$ cat src/hw/rtl/ordered_list_insert_delete_defines.svh
// ----------------------------------------------------------------------------
// ordered list assertion macros
// shared property wrappers for the ordered list insert/delete block
// ----------------------------------------------------------------------------
`ifndef ORDERED_LIST_INSERT_DELETE_DEFINES_SVH
`define ORDERED_LIST_INSERT_DELETE_DEFINES_SVH

// same-cycle implication, disabled in reset
`define OLID_ASSERT_IMP(label, clk, rst_n, ante, cons) \
  label: assert property (@(posedge clk) disable iff (!rst_n) (ante) |-> (cons)) \
    else $error("olid assertion failed");

// next-cycle implication, disabled in reset
`define OLID_ASSERT_NXT(label, clk, rst_n, ante, cons) \
  label: assert property (@(posedge clk) disable iff (!rst_n) (ante) |=> (cons)) \
    else $error("olid assertion failed");

`endif

$ cat src/hw/rtl/olid_pkg.sv
// ----------------------------------------------------------------------------
// olid_pkg
// constants, codes and types shared by the ordered list cells and sequencer
// ----------------------------------------------------------------------------
`default_nettype none

package olid_pkg;

  // list geometry
  localparam int CAPACITY = 128;
  localparam int IDX_W    = $clog2(CAPACITY);
  localparam int CNT_W    = $clog2(CAPACITY + 1);
  localparam int CMP_W    = (CNT_W > 8) ? CNT_W : 8;

  // field widths
  localparam int WORD_W  = 32;
  localparam int POS_W   = 8;
  localparam int LEN_W   = 8;
  localparam int FOUND_W = 7;
  localparam int OP_W    = 3;
  localparam int ST_W    = 2;

  // stream widths
  localparam int IN_DATA_W  = 40;
  localparam int IN_USER_W  = 3;
  localparam int OUT_DATA_W = 48;
  localparam int OUT_USER_W = 2;

  // operation codes
  localparam logic [OP_W-1:0] OP_CLEAR  = 3'd0;
  localparam logic [OP_W-1:0] OP_INSERT = 3'd1;
  localparam logic [OP_W-1:0] OP_DELETE = 3'd2;
  localparam logic [OP_W-1:0] OP_LOCATE = 3'd3;
  localparam logic [OP_W-1:0] OP_GET    = 3'd4;

  // status codes
  localparam logic [ST_W-1:0] ST_OK        = 2'd0;
  localparam logic [ST_W-1:0] ST_BAD_POS   = 2'd1;
  localparam logic [ST_W-1:0] ST_FULL      = 2'd2;
  localparam logic [ST_W-1:0] ST_NOT_FOUND = 2'd3;

  // cell modes
  localparam logic [1:0] MODE_HOLD   = 2'd0;
  localparam logic [1:0] MODE_INSERT = 2'd1;
  localparam logic [1:0] MODE_DELETE = 2'd2;
  localparam logic [1:0] MODE_ROTATE = 2'd3;

  // command broadcast to every cell
  typedef struct packed {
    logic [1:0]        mode;
    logic [CMP_W-1:0]  pos;
    logic [WORD_W-1:0] value;
  } cell_cmd_t;

  // result of one operation
  typedef struct packed {
    logic [ST_W-1:0]    status;
    logic [FOUND_W-1:0] found;
    logic [WORD_W-1:0]  rd;
    logic [LEN_W-1:0]   len;
    logic               empty;
  } res_t;

endpackage

`default_nettype wire

$ cat src/hw/rtl/olid_ctrl.sv
// ----------------------------------------------------------------------------
// olid_ctrl
// operation sequencer: length, range checks, head scan for locate and get
// ----------------------------------------------------------------------------
`default_nettype none

module olid_ctrl
  import olid_pkg::*;
(
  input  wire logic              clk,
  input  wire logic              rst_n,
  input  wire logic              in_valid,
  output logic                   in_ready,
  input  wire logic [OP_W-1:0]   in_op,
  input  wire logic [POS_W-1:0]  in_pos,
  input  wire logic [WORD_W-1:0] in_value,
  input  wire logic [WORD_W-1:0] head,
  input  wire logic              out_free,
  output cell_cmd_t              cmd,
  output logic                   res_valid,
  output res_t                   res,
  output logic [CNT_W-1:0]       list_len
);

  localparam logic [1:0] S_IDLE = 2'd0;
  localparam logic [1:0] S_SCAN = 2'd1;
  localparam logic [1:0] S_DONE = 2'd2;

  logic [1:0]        state_r,  state_nxt;
  logic [CNT_W-1:0]  cnt_r,    cnt_nxt;
  logic [IDX_W-1:0]  step_r,   step_nxt;
  logic [OP_W-1:0]   op_r,     op_nxt;
  logic [CMP_W-1:0]  pos_r,    pos_nxt;
  logic [WORD_W-1:0] val_r,    val_nxt;
  logic              hit_r,    hit_nxt;
  logic [IDX_W-1:0]  found_r,  found_nxt;
  logic [WORD_W-1:0] rd_r,     rd_nxt;
  logic [ST_W-1:0]   status_r, status_nxt;

  logic             accept;
  logic [CMP_W-1:0] pos_ext;
  logic [CMP_W-1:0] cnt_ext;
  logic             head_match;

  assign in_ready = (state_r == S_IDLE) || ((state_r == S_DONE) && out_free);
  assign accept   = in_valid && in_ready;
  assign pos_ext  = CMP_W'(in_pos);
  assign cnt_ext  = CMP_W'(cnt_r);

  // head entry matches the search word and lies inside the list
  assign head_match = (head == val_r) && (CNT_W'(step_r) < cnt_r);

  // sequencer next state and cell command
  always_comb begin
    state_nxt  = state_r;
    cnt_nxt    = cnt_r;
    step_nxt   = step_r;
    op_nxt     = op_r;
    pos_nxt    = pos_r;
    val_nxt    = val_r;
    hit_nxt    = hit_r;
    found_nxt  = found_r;
    rd_nxt     = rd_r;
    status_nxt = status_r;
    cmd.mode   = MODE_HOLD;
    cmd.pos    = pos_ext;
    cmd.value  = in_value;

    if ((state_r == S_DONE) && out_free) begin
      state_nxt = S_IDLE;
    end

    // head scan: the chain rotates once round, one entry past the head a cycle
    if (state_r == S_SCAN) begin
      cmd.mode = MODE_ROTATE;
      if ((op_r == OP_LOCATE) && !hit_r && head_match) begin
        hit_nxt   = 1'b1;
        found_nxt = step_r;
      end
      if ((op_r == OP_GET) && (CMP_W'(step_r) == pos_r)) begin
        rd_nxt = head;
      end
      if (step_r == IDX_W'(CAPACITY - 1)) begin
        state_nxt = S_DONE;
        if (op_r == OP_GET) begin
          status_nxt = ST_OK;
        end else begin
          status_nxt = hit_nxt ? ST_OK : ST_NOT_FOUND;
        end
      end else begin
        step_nxt = step_r + IDX_W'(1);
      end
    end

    // new operation
    if (accept) begin
      state_nxt  = S_DONE;
      step_nxt   = '0;
      op_nxt     = in_op;
      pos_nxt    = pos_ext;
      val_nxt    = in_value;
      hit_nxt    = 1'b0;
      found_nxt  = '0;
      rd_nxt     = '0;
      status_nxt = ST_OK;
      unique case (in_op)
        OP_CLEAR: cnt_nxt = '0;
        OP_INSERT: begin
          if (cnt_r >= CNT_W'(CAPACITY)) begin
            status_nxt = ST_FULL;
          end else if (pos_ext > cnt_ext) begin
            status_nxt = ST_BAD_POS;
          end else begin
            cmd.mode = MODE_INSERT;
            cnt_nxt  = cnt_r + CNT_W'(1);
          end
        end
        OP_DELETE: begin
          if (pos_ext >= cnt_ext) begin
            status_nxt = ST_BAD_POS;
          end else begin
            cmd.mode = MODE_DELETE;
            cnt_nxt  = cnt_r - CNT_W'(1);
          end
        end
        OP_LOCATE: begin
          if (cnt_r == '0) begin
            status_nxt = ST_NOT_FOUND;
          end else begin
            state_nxt = S_SCAN;
          end
        end
        OP_GET: begin
          if (pos_ext >= cnt_ext) begin
            status_nxt = ST_BAD_POS;
          end else begin
            state_nxt = S_SCAN;
          end
        end
        default: status_nxt = ST_BAD_POS;
      endcase
    end
  end

  // control state
  always_ff @(posedge clk) begin
    if (!rst_n) begin
      state_r <= S_IDLE;
      cnt_r   <= '0;
      step_r  <= '0;
      hit_r   <= 1'b0;
    end else begin
      state_r <= state_nxt;
      cnt_r   <= cnt_nxt;
      step_r  <= step_nxt;
      hit_r   <= hit_nxt;
    end
  end

  // operation and result payload
  always_ff @(posedge clk) begin
    op_r     <= op_nxt;
    pos_r    <= pos_nxt;
    val_r    <= val_nxt;
    found_r  <= found_nxt;
    rd_r     <= rd_nxt;
    status_r <= status_nxt;
  end

  // result view, length taken from the count left by this operation
  assign res_valid  = (state_r == S_DONE);
  assign res.status = status_r;
  assign res.found  = FOUND_W'(found_r);
  assign res.rd     = rd_r;
  assign res.len    = LEN_W'(cnt_r);
  assign res.empty  = (cnt_r == '0);
  assign list_len   = cnt_r;

endmodule

`default_nettype wire

$ cat config.mk
export PLATFORM = sky130hd
export DESIGN_NAME = olid_ctrl
export DESIGN_NICKNAME = d
export VERILOG_FILES = /design/src/hw/rtl/ordered_list_insert_delete_defines.svh /design/src/hw/rtl/olid_pkg.sv /design/src/hw/rtl/olid_ctrl.sv
export SDC_FILE = /design/constraint.sdc
export NUM_CORES = 1
export LEC_CHECK = 0
export BUFFER_PORTS_ARGS = -buffer_cell sky130_fd_sc_hd__buf_2
export CORE_MARGIN = 10
export CORE_UTILIZATION = 26
export DETAILED_ROUTE_END_ITERATION = 7
export MAX_ROUTING_LAYER = met4
export PLACE_DENSITY_LB_ADDON = 0.05
export SYNTH_ARGS = -nofsm -noshare
export SYNTH_HDL_FRONTEND = slang
export SYNTH_SLANG_ARGS = --single-unit
$ cat constraint.sdc
create_clock -name clk -period 3.15 [get_ports clk]
set_input_delay 0.1575 -clock clk [delete_from_list [all_inputs] [get_ports clk]]
set_output_delay 0.1575 -clock clk [all_outputs]
set_load 0.05 [all_outputs]
==> impl_metrics.ini <==
[yosys]
yosys_warnings = 0
synth_area_mm2 = 0.005261
postSynthAreaPerCell_um2 = 10.63
yosysTopAreaCell = edfxtp_1
synth_edf_count = 45
ys_ff_latch = 102
ys_types = 55
netlist_instances = 495
synth_area_leaders = edfxtp_1 26%, dfxtp_1 22%, buf_4 6.8%
synth_top_area_share_pct = 25.68
ys.flop_type = dfxtp_1
syn-num-nets = 596
yosysSeqAreaShare_pct = 47.37
async_reset_ff_share_pct = 0

[worst_setup_path]
crit_path_max_fanout = 9
worstPathRequired_ns = 2.99
cp_num_cells = 8
worst-setup-path-type = reg -> out
critPathArrivalTime_ns = 2.65
cp.buffers_inverters = 2
r2r-end = list_len[0]$_SDFFE_PN0P_
startpoint_type = flip-flop
crit_end = cmd[40]
r2r_start = list_len[7]$_SDFFE_PN0P_
reg2reg_depth = 8
crit_slowest_cell = dfxtp_1
r2r_slack_ns = 0.68
path_cells = inv_1 -> ha_1 -> nand2_1 -> nor2_1 -> a211oi_1 -> a21boi_0 -> o21ai_0 -> buf_2
critical_path.top_delay_family = compound AO/OA/AOI/OAI gates
worst_setup_path_end_kind = primary output
slowest_delay_ns = 0.50
startpoint = list_len[7]$_SDFFE_PN0P_

[layout]
syn2layout_area_growth_pct = 27.54
nNetsFinal = 764
final_core_util_pct = 34.14
layout-drive-gt1-share_pct = 31.74

[clock_network]
clk_latency_ns = 0.35
cts_tree = yes
cts.path.max_buffers = 2
clock_tree.root_cell = clkbuf_16
numCtsBuffers = 9
htree_levels = 3
path_clk_slew_ns = 0.07
cts.sinks = 102
cts_resized = 0
post_cts_buffers = 0

[floorplan]
chipWidth_um = 162.3
io_pins = 181
rows = 51
die_y_um = 162.3
core_area_mm2 = 0.01965
die-area_mm2 = 0.02633
initial_core_util_pct = 26.77

[route]
vias_per_cell = 4.521
vias = 4223
drt_iter0_markers = 170
ant_nets = 0
drcViolationCount = 0
routed_wl_mm = 17.04
drtPass1Iterations = 6
wl_per_cell_um = 18.24

[global_routing]
grt_overflow_total = 0
antenna_found_initial = 1
grt_util_all_layers_pct = 13.20
grt_pass1_wl_mm = 26.18
grt_max_degree = 54
grt_pass1_vias = 4584

[power_and_ir_drop]
powerDensity_mw_per_mm2 = 453.9
swShare_pct = 27.68
combPwrFrac_pct = 14.9
power_frac_clock_pct = 37.4
power_switching_mw = 0.8432
power.share.sequential_pct = 47.7
p_int_mw = 2.203
vdd_drop_max_v = 0.0002526
p_leak_nw = 2.776

[timing]
layout_min_cycle_time_ns = 2.809
fin_setup_tns_ns = 0
fin_crit_sh_pct = 89.18
slew_headroom_pct = 50.28
setup_viol = 0
grt_setup_unrepaired = no
worstMarginPinSlew_ns = 0.7450
finalHoldViolCount = 0
clock.fmax_mhz = 356.0
fin_worst_skew_ns = 0.006977
finalMaxSlewViolations = 0

[run_status]
outcome = finished clean

[run]
drv_cap = 0

[placed_design]
place_congestion = 0.7784
dp_hpwl_mm = 13.34
io_buffers = 180

[min_path]
hold_path.class = in -> reg
[registers in the layout, summed over array words and instances (netlist names), 2 cells and up]
name / count
pos_r: 8
val_r: 32
rd_r: 32
status_r: 2
state_r: 2
found_r: 7
op_r: 3
list_len: 8
step_r: 7
[worst min path at each step]
stage / cells past startpoint / startpoint / slack [ns] / to
floorplan: 0 / in_op[0] / 0.26 / op_r[0]$_DFFE_PP_
finish: 1 / in_value[15] / 0.01 / val_r[15]$_DFFE_PP_
detailed placement: 1 / in_value[17] / 0.35 / val_r[17]$_DFFE_PP_
global route: 1 / in_value[4] / 0.002 / val_r[4]$_DFFE_PP_
CTS: 1 / in_value[10] / 0.003 / val_r[10]$_DFFE_PP_
global placement: 1 / in_value[17] / 0.35 / val_r[17]$_DFFE_PP_
[what timing repair did]
action / 4_1_cts / 5_1_grt
hold buffers: 30 / 0
endpoints found under the hold margin: 30 / 0
endpoints found under the setup margin: 0 / 0
[Yosys cell counts (all sizes together), types with 2 or more instances]
cell type and number:
nand2 15, nand2b 2, a21o 2, a211o 2, and4 3, clkbuf 5
buf 58, or2 2, dfxtp 57, nor2b 6, edfxtp 45, nor3 2
ha 21, mux2i 32, or4 2, nor2 58, and3 2, xnor2 35
or3 3, nor4 4, o22ai 3, nand4 22, o2111ai 3, a21oi 27
o211ai 3, xor2 14, o31ai 10, inv 13, nand3 7, o21ai 14
a211oi 3
[cell families after synthesis]
| family | share of synthesized area, % |
|---|---|
| mux | 6.088 |
| buf+inv | 9.988 |
| xor+xnor | 8.157 |
| simple gates | 12.98 |
| flops | 47.37 |
| compound gates | 10.04 |
| fa+ha+maj | 5.375 |
[power by group through the flow]
stage	sequential [mW]	combinational, mW	clock, mW
after global placement	1.48	0.435	0
after CTS	1.45	0.463	1.19
final	1.45	0.454	1.14
after global routing	1.46	0.493	1.26
after floorplan	1.49	0.302	0
after detailed placement	1.48	0.433	0
[area by class of cell]
class,count,area [µm²]
antenna,1,2.502
timing repair buffer,220,1289
clock inverter,7,72.57
inverter,14,53.80
fill,2065,12940
tap,265,331.6
multi-input combinational,316,2243
clock buffer,9,225.2
sequential,102,2492
[routing by layer]
| metal | GRT usage [%] | part of all wire (%) | up-vias |
|---|---|---|---|
| met1 | 15.03 | 44 | 2015 |
| li1 | - | - | 2068 |
| met2 | 22.09 | 50 | 122 |
| met4 | 4.136 | 1.8 | 0 |
| met3 | 3.640 | 4.9 | 18 |
| met5 | - | 0 | - |
[layout by cell type (no fill, tap or decap), drive strengths merged, types with 15 or more instances in the layout]
master	n
buf	190
nor2	58
dfxtp	57
edfxtp	45
xnor2	35
mux2i	32
dlygate4sd3	30
a21oi	27
nand4	22
ha	21
nand2	15
[through the flow]
| step | setup slack, ns | total power, mW | hold WS, ns | cells | cell area (µm²) |
|---|---|---|---|---|---|
| 6_report | 0.3409 | 3.046 | 0.01110 | 934 | 6710 |
| 2_1_floorplan | 0.008958 | 1.792 | 0.2564 | 495 | 5261 |
| 3_3_place_gp | 0.6755 | 1.917 | 0.3457 | 887 | 6110 |
| 5_1_grt | 0.1082 | 3.205 | 0.001558 | 934 | 6710 |
| 4_1_cts | 0.2853 | 3.107 | 0.003093 | 933 | 6708 |
| 3_5_place_dp | 0.6503 | 1.916 | 0.3486 | 887 | 6110 |
No activity file was read; power rests on OpenSTA's default activity.
