===== config.mk =====
export PLATFORM = sky130hd
export DESIGN_NAME = olid_cell
export DESIGN_NICKNAME = d
export VERILOG_FILES = /design/src/hw/rtl/ordered_list_insert_delete_defines.svh /design/src/hw/rtl/olid_pkg.sv /design/src/hw/rtl/olid_cell.sv
export SDC_FILE = /design/constraint.sdc
export NUM_CORES = 1
export LEC_CHECK = 0
export BUFFER_PORTS_ARGS = -buffer_cell sky130_fd_sc_hd__buf_4
export CORE_MARGIN = 3
export CORE_UTILIZATION = 40
export CTS_BUF_LIST = sky130_fd_sc_hd__clkbuf_8
export CTS_CLUSTER_DIAMETER = 100
export DETAILED_ROUTE_END_ITERATION = 7
export PLACE_DENSITY = 0.84
export SLEW_MARGIN = 20
export SYNTH_ARGS = -nofsm -noshare
export SYNTH_HDL_FRONTEND = slang
export SYNTH_SLANG_ARGS = --single-unit

===== constraint.sdc =====
create_clock -name clk -period 2.2 [get_ports clk]
set_input_delay 0.11 -clock clk [delete_from_list [all_inputs] [get_ports clk]]
set_output_delay 0.11 -clock clk [all_outputs]
set_load 0.02 [all_outputs]

===== src/hw/rtl/ordered_list_insert_delete_defines.svh =====
// ----------------------------------------------------------------------------
// ordered list assertion macros
// shared property wrappers for the ordered list insert/delete block
// ----------------------------------------------------------------------------
`ifndef ORDERED_LIST_INSERT_DELETE_DEFINES_SVH
`define ORDERED_LIST_INSERT_DELETE_DEFINES_SVH

// same-cycle implication, disabled in reset
`define OLID_ASSERT_IMP(label, clk, rst_n, ante, cons) \
  label: assert property (@(posedge clk) disable iff (!rst_n) (ante) |-> (cons)) \
    else $error("olid assertion failed");

// next-cycle implication, disabled in reset
`define OLID_ASSERT_NXT(label, clk, rst_n, ante, cons) \
  label: assert property (@(posedge clk) disable iff (!rst_n) (ante) |=> (cons)) \
    else $error("olid assertion failed");

`endif


===== src/hw/rtl/olid_pkg.sv =====
// ----------------------------------------------------------------------------
// olid_pkg
// constants, codes and types shared by the ordered list cells and sequencer
// ----------------------------------------------------------------------------
`default_nettype none

package olid_pkg;

  // list geometry
  localparam int CAPACITY = 128;
  localparam int IDX_W    = $clog2(CAPACITY);
  localparam int CNT_W    = $clog2(CAPACITY + 1);
  localparam int CMP_W    = (CNT_W > 8) ? CNT_W : 8;

  // field widths
  localparam int WORD_W  = 32;
  localparam int POS_W   = 8;
  localparam int LEN_W   = 8;
  localparam int FOUND_W = 7;
  localparam int OP_W    = 3;
  localparam int ST_W    = 2;

  // stream widths
  localparam int IN_DATA_W  = 40;
  localparam int IN_USER_W  = 3;
  localparam int OUT_DATA_W = 48;
  localparam int OUT_USER_W = 2;

  // operation codes
  localparam logic [OP_W-1:0] OP_CLEAR  = 3'd0;
  localparam logic [OP_W-1:0] OP_INSERT = 3'd1;
  localparam logic [OP_W-1:0] OP_DELETE = 3'd2;
  localparam logic [OP_W-1:0] OP_LOCATE = 3'd3;
  localparam logic [OP_W-1:0] OP_GET    = 3'd4;

  // status codes
  localparam logic [ST_W-1:0] ST_OK        = 2'd0;
  localparam logic [ST_W-1:0] ST_BAD_POS   = 2'd1;
  localparam logic [ST_W-1:0] ST_FULL      = 2'd2;
  localparam logic [ST_W-1:0] ST_NOT_FOUND = 2'd3;

  // cell modes
  localparam logic [1:0] MODE_HOLD   = 2'd0;
  localparam logic [1:0] MODE_INSERT = 2'd1;
  localparam logic [1:0] MODE_DELETE = 2'd2;
  localparam logic [1:0] MODE_ROTATE = 2'd3;

  // command broadcast to every cell
  typedef struct packed {
    logic [1:0]        mode;
    logic [CMP_W-1:0]  pos;
    logic [WORD_W-1:0] value;
  } cell_cmd_t;

  // result of one operation
  typedef struct packed {
    logic [ST_W-1:0]    status;
    logic [FOUND_W-1:0] found;
    logic [WORD_W-1:0]  rd;
    logic [LEN_W-1:0]   len;
    logic               empty;
  } res_t;

endpackage

`default_nettype wire


===== src/hw/rtl/olid_cell.sv =====
// ----------------------------------------------------------------------------
// olid_cell
// one list entry: holds, opens a gap, closes a gap or rotates toward the head
// ----------------------------------------------------------------------------
`default_nettype none

module olid_cell
  import olid_pkg::*;
(
  input  wire logic              clk,
  input  wire logic [IDX_W-1:0]  idx,
  input  wire cell_cmd_t         cmd,
  input  wire logic [WORD_W-1:0] left_data,
  input  wire logic [WORD_W-1:0] right_data,
  output logic      [WORD_W-1:0] data_o
);

  logic [WORD_W-1:0] data_r;
  logic [WORD_W-1:0] data_nxt;
  logic [CMP_W-1:0]  idx_ext;

  assign idx_ext = CMP_W'(idx);

  // next entry value from the broadcast command
  always_comb begin
    data_nxt = data_r;
    case (cmd.mode)
      MODE_HOLD: data_nxt = data_r;
      MODE_INSERT: begin
        if (idx_ext > cmd.pos) begin
          data_nxt = left_data;
        end else if (idx_ext == cmd.pos) begin
          data_nxt = cmd.value;
        end
      end
      MODE_DELETE: begin
        if (idx_ext >= cmd.pos) begin
          data_nxt = right_data;
        end
      end
      MODE_ROTATE: data_nxt = right_data;
      default: data_nxt = data_r;
    endcase
  end

  // entry storage, payload only
  always_ff @(posedge clk) begin
    data_r <= data_nxt;
  end

  assign data_o = data_r;

endmodule

`default_nettype wire


==> run summary, run 1 <==
The run finished with clean final reports. The number of gates resized after CTS came out at 0. Among all cell types in the netlist, the one instantiated most often is sky130_fd_sc_hd__nand2_1. The most used flip-flop cell after synthesis is sky130_fd_sc_hd__edfxtp_1.

The part of the total power dissipated in sequential elements came out at 0.391. The core box area came out at 5570 sq um. Counting both buffers and inverters, the worst setup path holds a total of 2. The global-route usage over all layers is 0.220.

The data arrival at the endpoint of the critical path is 1.68 ns. The net switching share of the total power came out at 0.296. After routing the design area is 3600 sq um. The via count of the first global-routing pass is roughly 2,500. The clock-pin slew on the worst setup and hold paths is 0.07 ns. Of all flip-flops after synthesis, the portion carrying an async set or reset was 0. The number of antenna violations at the first check in global routing is 0. Among the stages of the critical path, the cell type that occurs most often is sky130_fd_sc_hd__buf_4.

The share of total power dissipated in combinational logic is 0.345. The part of the Yosys area used for sequential elements came out at 0.411. The CTS tree is yes. The top cell type's share of synthesized area is 0.411. The net count of the finished layout is 511. The cell with the biggest individual delay on the critical path is sky130_fd_sc_hd__a222oi_1. The post-synthesis cell count is ~250.

In this run the static leakage power is 1.77 nW. The worst setup path is of the in -> reg kind. The clock buffer count from CTS came out at 5. The netlist area before placement came out at approximately 2300 sq um.

The worst IR drop on VDD is 0.332 mV. The boundary pin count is 146. The floorplan die height came out at 82.5 um.

The width of the die is about 82 um. The final critical path time including I/O delays and setup came out at 1.65 ns. By area the synthesized netlist is led by sky130_fd_sc_hd__edfxtp_1 (41%), sky130_fd_sc_hd__a222oi_1 (14%), sky130_fd_sc_hd__nor2b_1 (8.8%), sky130_fd_sc_hd__and3_1 (8.6%), sky130_fd_sc_hd__nand3_1 (6.8%).

The count of unique library cells instantiated by Yosys came out at 26. The area growth from synthesis to layout is 53.8%. The number of DRC violations after detailed routing came out at 0. The vias per cell came out at 5.73. The worst slew slack as a fraction of its limit came out at 0.579. Of all cell types, the one taking the most synthesized area is sky130_fd_sc_hd__edfxtp_1. Once detailed placement completed, the half-perimeter wirelength came to 5.81 mm. The number of flops mapped to enable cells by yosys came out at 32.

The placer's final routability congestion estimate came out at 0.750. The initial utilization of the core area, before any placement, comes to 0.420. The die footprint came out at 6800 sq um.

The largest stage delay on the critical path came out at 0.36 ns. Clock tree synthesis selected as its root buffer the cell sky130_fd_sc_hd__clkbuf_8. The fmax came out at roughly 0.61 GHz. The number of failing setup endpoints in the final timing report came out at 0. The worst-margin pin slew is between 0.6 and 0.7 ns.

The repair_antennas step left the layout with diodes totalling 0. The placed instances occupy a cell area of 3490 sq um. The data required time of the critical path came out at around 2.2 ns.

The wire length reported by the detailed router is 7.86 mm. The hold-fix buffer count after cts is 0. The largest fanout on the critical path came out at 16.

The internal power came out at 1.46 mW. The total global routing overflow is 0. Setup repair after global routing left no endpoint under its margin. The final route contains ~2,700 vias. The final clock period utilization by the worst path came out at 0.749.

Of the total power, the clock network draws 0.264. Counting every net in the synthesized netlist gives 373. The synthesis-stage register bit count is 32. Dividing total power by cell area gives a power density of 576 nW/um^2. The post-synthesis average cell area came out at 9.28 sq um. After the first detailed-routing iteration, the DRC count stood at 387.

The detail route stage leaves a number of antenna-violating nets equal to 0. The net switching power is around 610 uW. The register with the most flip-flops in the layout has 32 of them. The worst hold path class is in -> reg. The global-route wire length before repair is around 12 mm. Entering global routing, the biggest net connects 68 pins. The number of detailed-routing iterations run before antenna repair is 8. The total of warnings raised by yosys came out at 0.

In the final layout, the share of cells above drive strength 1 is 0.427. The longest clock path from root to sink contains 2 buffers. The hold violation count in the final report came out at 0. The number of max-capacitance violations reported came out at 0.

The final-report max-slew violation count came out at 0. The commonest cells after synthesis are sky130_fd_sc_hd__nand2_1 (34), sky130_fd_sc_hd__nor2b_1 (33). The number of H-tree levels is 2. The number of buffers inserted to repair setup after CTS came out at 0. The signal on the critical path passes through buf_4 -> ha_1 -> a211oi_1 -> nor3_1 -> and2_1 -> buf_4 -> a222oi_1 -> nand2_1.

The worst setup path is captured at a register. The number of buffers inserted by port buffering came out at 145. The clock sink count is 32. Grouping stages by cell kind, the critical path spends the most delay in compound AO/OA/AOI/OAI gates. The setup TNS is 0 ns. The total number of placement rows is 27. The worst setup path is launched from an input pin. The mean routed wirelength per cell is 17.0 um.
[layout make-up]
class | count | area [sq um]
sequential | 32 | 961
clock inverter | 3 | 37.5
clock buffer | 5 | 68.8
tap | 72 | 90.1
inverter | 8 | 30.0
fill | 505 | 1980
timing repair buffer | 158 | 1200
multi-input combinational | 185 | 1210
[metrics by stage]
step / cells / total power, mW / utilization / hold slack (ns) / setup WS [ns]
CTS: 463 / 2.09 / 0.645 / 0.106 / 0.550
global route: 463 / 2.17 / 0.645 / 0.111 / 0.370
floorplan: 252 / 1.17 / - / 0.308 / 0.269
global placement: 455 / 1.52 / 0.626 / 0.394 / 0.325
finish: 463 / 2.07 / 0.645 / 0.113 / 0.553
detailed placement: 455 / 1.54 / 0.626 / 0.397 / 0.252
[power groups by stage]
stage	clock network, mW	registers, mW	logic (mW)
5_1_grt	0.585	0.817	0.773
3_3_place_gp	0	0.821	0.697
3_5_place_dp	0	0.824	0.715
6_report	0.548	0.810	0.715
4_1_cts	0.562	0.810	0.716
2_1_floorplan	0	0.936	0.239
[path summary, 6_finish.rpt]
kind / slack (ns) / depth (start not counted) / start / endpoint
worst min-delay path: 0.11 / 3 / cmd[1] / data_o[1]
worst max-delay path: 0.55 / 8 / idx[5] / data_o[5]
[kinds of logic (layout without fill, tap and decap cells)]
group	after synthesis	count (layout)	share of synthesized area
simple gates	139	139	0.319
buf+inv	35	174	0.0738
flops	32	32	0.411
compound gates	39	39	0.158
fa+ha+maj	7	7	0.0375
[routing by layer]
metal	GRT usage	wire length [um]	vias up
met3	0.0282	753	12
met2	0.398	4140	156
met1	0.265	2840	1235
li1	-	-	1249
met5	0	0	-
met4	0.0748	121	0
[layout by cell type (no fill, tap or decap), drive strengths merged]
cell and instances:
and4 1, edfxtp 32, o211ai 1, nand4 1, nor3 1, a222oi 32
bufinv 1, nand2b 1, o22ai 1, and4b 1, nor2 1, o211a 1
clkbuf 5, nand2 35, o31a 1, a21oi 2, and3 32, ha 7
inv 8, and2 1, a211oi 1, nand3 32, nor2b 33, clkinv 2
buf 158
Note: power is estimated with default switching activity, not from simulation.
==> run 2: changes to the inputs <==
Clock period 2.2 ns to 1.42 ns, I/O delays scaled along.
==> run 2 against run 1 <==
Net effect:
- the flow now finishes with violations (DRC, setup timing)
- sequential share of layout area decreased by 3.9 points
- clock-buffer cell count unchanged
- non-clock buffer count up 25
- clock power increased by 20%
- sequential cell count stayed put
- die area unchanged
- critical endpoint is now data_o[8]
- global-route usage up 4.3 points
- first-iteration DRC count increased by 14%
- largest power group is now combinational logic
==> run summary, run 2 (synthesized netlist as in run 1, its figures left out) <==
The final non-filler cell area is 4220 sq um. The number of H-tree levels is 2. In the finished design, the share of the clock period the worst path needs comes to 1.17. Counting tap cells, the placed design contains a total of 466 instances.

The run finished, with violations left. The initial core utilization came out at 0.420. The worst IR drop on VDD came out at 0.477 mV.

The global-route wire length before repair came out at around 13 mm. The largest net degree at the start of global routing came out at 33. The number of max-capacitance violations reported is 0. The area after detailed placement is 3700 sq um. Setup repair after global routing could not meet its margin everywhere. The standby leakage power came out at between 2 and 2.5 nW. The final reports fail on DRC, setup timing. The largest stage delay on the critical path came out at 0.25 ns. The share of final-layout standard cells stronger than drive strength 1 came out at 0.524. The hold violation count in the final report came out at 0. TritonCTS built the clock tree.

From left edge to right edge, the die measures 82.5 um. The total design power is 3.36 mW. The post-route non-filler standard cell count came out at 490. The count of routing violations after the opening detailed-route iteration is 443. The placer's final routability congestion estimate is around 0.88.

Setup violations remaining at the end of the flow were counted as 64. The largest individual stage delay along the critical path comes from the cell sky130_fd_sc_hd__a222oi_1. During placement, the flow inserted port buffers numbering 145. The final-report max-slew violation count is 0. The mean routed wirelength per cell came out at 19.5 um. The via count of the first global-routing pass is approximately 2,800. The ratio of total power to cell area is 797 nW/um^2.

The detailed-placement wirelength estimate is 6.16 mm. The total number of placement rows came out at 27. The number of DRC violations after detailed routing is 18. The data required time of the critical path came out at approximately 1.5 ns. The area growth from synthesis to layout is 80.3%. The fmax is 0.602 GHz. The antenna diode count is 0.

The nature of the critical path startpoint is an input pin. STA classifies the critical path endpoint as a register. The largest fanout on the critical path is 4. The post-layout net count is 539.

The floorplan step defined a die boundary enclosing 6800 sq um. The wire length reported by the detailed router is roughly 9.6 mm. The setup TNS came out at -6.04 ns.

The master cell of the clock root buffer is sky130_fd_sc_hd__clkbuf_8. The startpoint-to-endpoint class of the critical path is in -> reg. The most common library cell in the layout ignoring fill and taps is sky130_fd_sc_hd__buf_4. The floorplan die height is 82.5 um. The library cells used most frequently in the layout, excluding fill and tap cells, are sky130_fd_sc_hd__buf_4 (158), sky130_fd_sc_hd__nand2_1 (33), sky130_fd_sc_hd__nor2b_1 (32), sky130_fd_sc_hd__a222oi_1 (32), sky130_fd_sc_hd__edfxtp_1 (32).

The clock sink count came out at 32. The routed layout has roughly 2,900 vias. The data arrival at the endpoint of the critical path is 1.69 ns.

The register with the most flip-flops in the layout has 32 of them. The total overflow left after global routing is 0. The clock buffer count from CTS is 5. The number of antenna violations at the first check in global routing came out at 0. The number of detailed-routing iterations run before antenna repair is 8. The worst-margin pin slew came out at 0.420 ns. The global-route usage over all layers is 0.263. The tightest min-delay check is of the in -> reg type. After clock tree synthesis, the clock-pin slew on the worst setup and hold paths is 0.08 ns. Counting along the longest clock path gives a buffer depth of 2. The boundary pin count is 146.

The post-route antenna net violation count came out at 0. The smallest setup slack after layout came out at -0.240 ns. The core box area came out at ~5600 sq um. Walking the worst path, the cells encountered are buf_8 -> ha_4 -> nor2b_4 -> o211a_1 -> nand2b_4 -> buf_6 -> buf_16 -> buf_4 -> a222oi_1 -> nand2_1. The worst slew slack as a fraction of its limit is 0.720. The final critical path time including I/O delays and setup came out at between 1.5 and 2 ns. Dividing the detail-routed via count by the number of cells gives 5.90. The setup slack after placement came out at -0.482 ns.
==> run 2: cell types whose count changed in the layout (fill, tap and decap cells not counted), moves of 5 or more <==
cell | before | now
sky130_fd_sc_hd__buf_6 | 0 | 9
sky130_fd_sc_hd__ha_1 | 7 | 2
sky130_fd_sc_hd__buf_8 | 0 | 6
sky130_fd_sc_hd__ha_4 | 0 | 5
==> run 2: worst paths after layout <==
| path | startpoint | slack, ns | end | cells after the start |
|---|---|---|---|---|
| min | cmd[19] | 0.06 | data_o[19] | 3 |
| max | idx[1] | -0.24 | data_o[8] | 10 |
==> run 2: timing repair <==
item | 4_1_cts | 5_1_grt
resized for setup | 38 | 7
setup endpoints to repair | 64 | 64
hold buffers | 0 | 0
buffers inserted | 4 | 3
gates cloned | 8 | 3
pin swaps | 40 | 21
==> run 2: stage by stage <==
step                utilization  hold WS (ns)
global route              0.756        0.0614
finish                    0.756        0.0648
CTS                       0.737        0.0688
floorplan                     -         0.269
global placement          0.665         0.355
detailed placement        0.665         0.360
==> run 2: power breakdown <==
part	internal [mW]	switching [mW]	leakage, nW
clock	0.326	0.335	0.0452
sequential	1.21	0.0431	0.301
combinational	0.763	0.682	1.67
==> run 2: worst max-delay path, delay by kind of cell <==
kind                       cells  cell delay, ns
buffers and inverters          4            0.52
AOI/OAI and AO/OA              2            0.49
adders and majority gates      1            0.23
and+or+nand+nor                3            0.40
==> run 2: routing by layer <==
metal  up-vias  share of wire  global-route usage  wire (um)
met5         -              0                   0          0
met4         0          0.020              0.0980        189
met3        26           0.11              0.0597       1060
met2       236           0.53               0.466       5060
met1      1323           0.34               0.307       3250
li1       1307              -                   -          -
==> run 2: area by class of cell <==
cell class,count,area (sq um)
clock buffers,5,68.8
clock inverters,2,8.76
fillers,394,1360
inverters,8,55.1
multi-input cells,188,1400
flip-flops and latches,32,961
well taps,72,90.1
repair buffers,183,1630
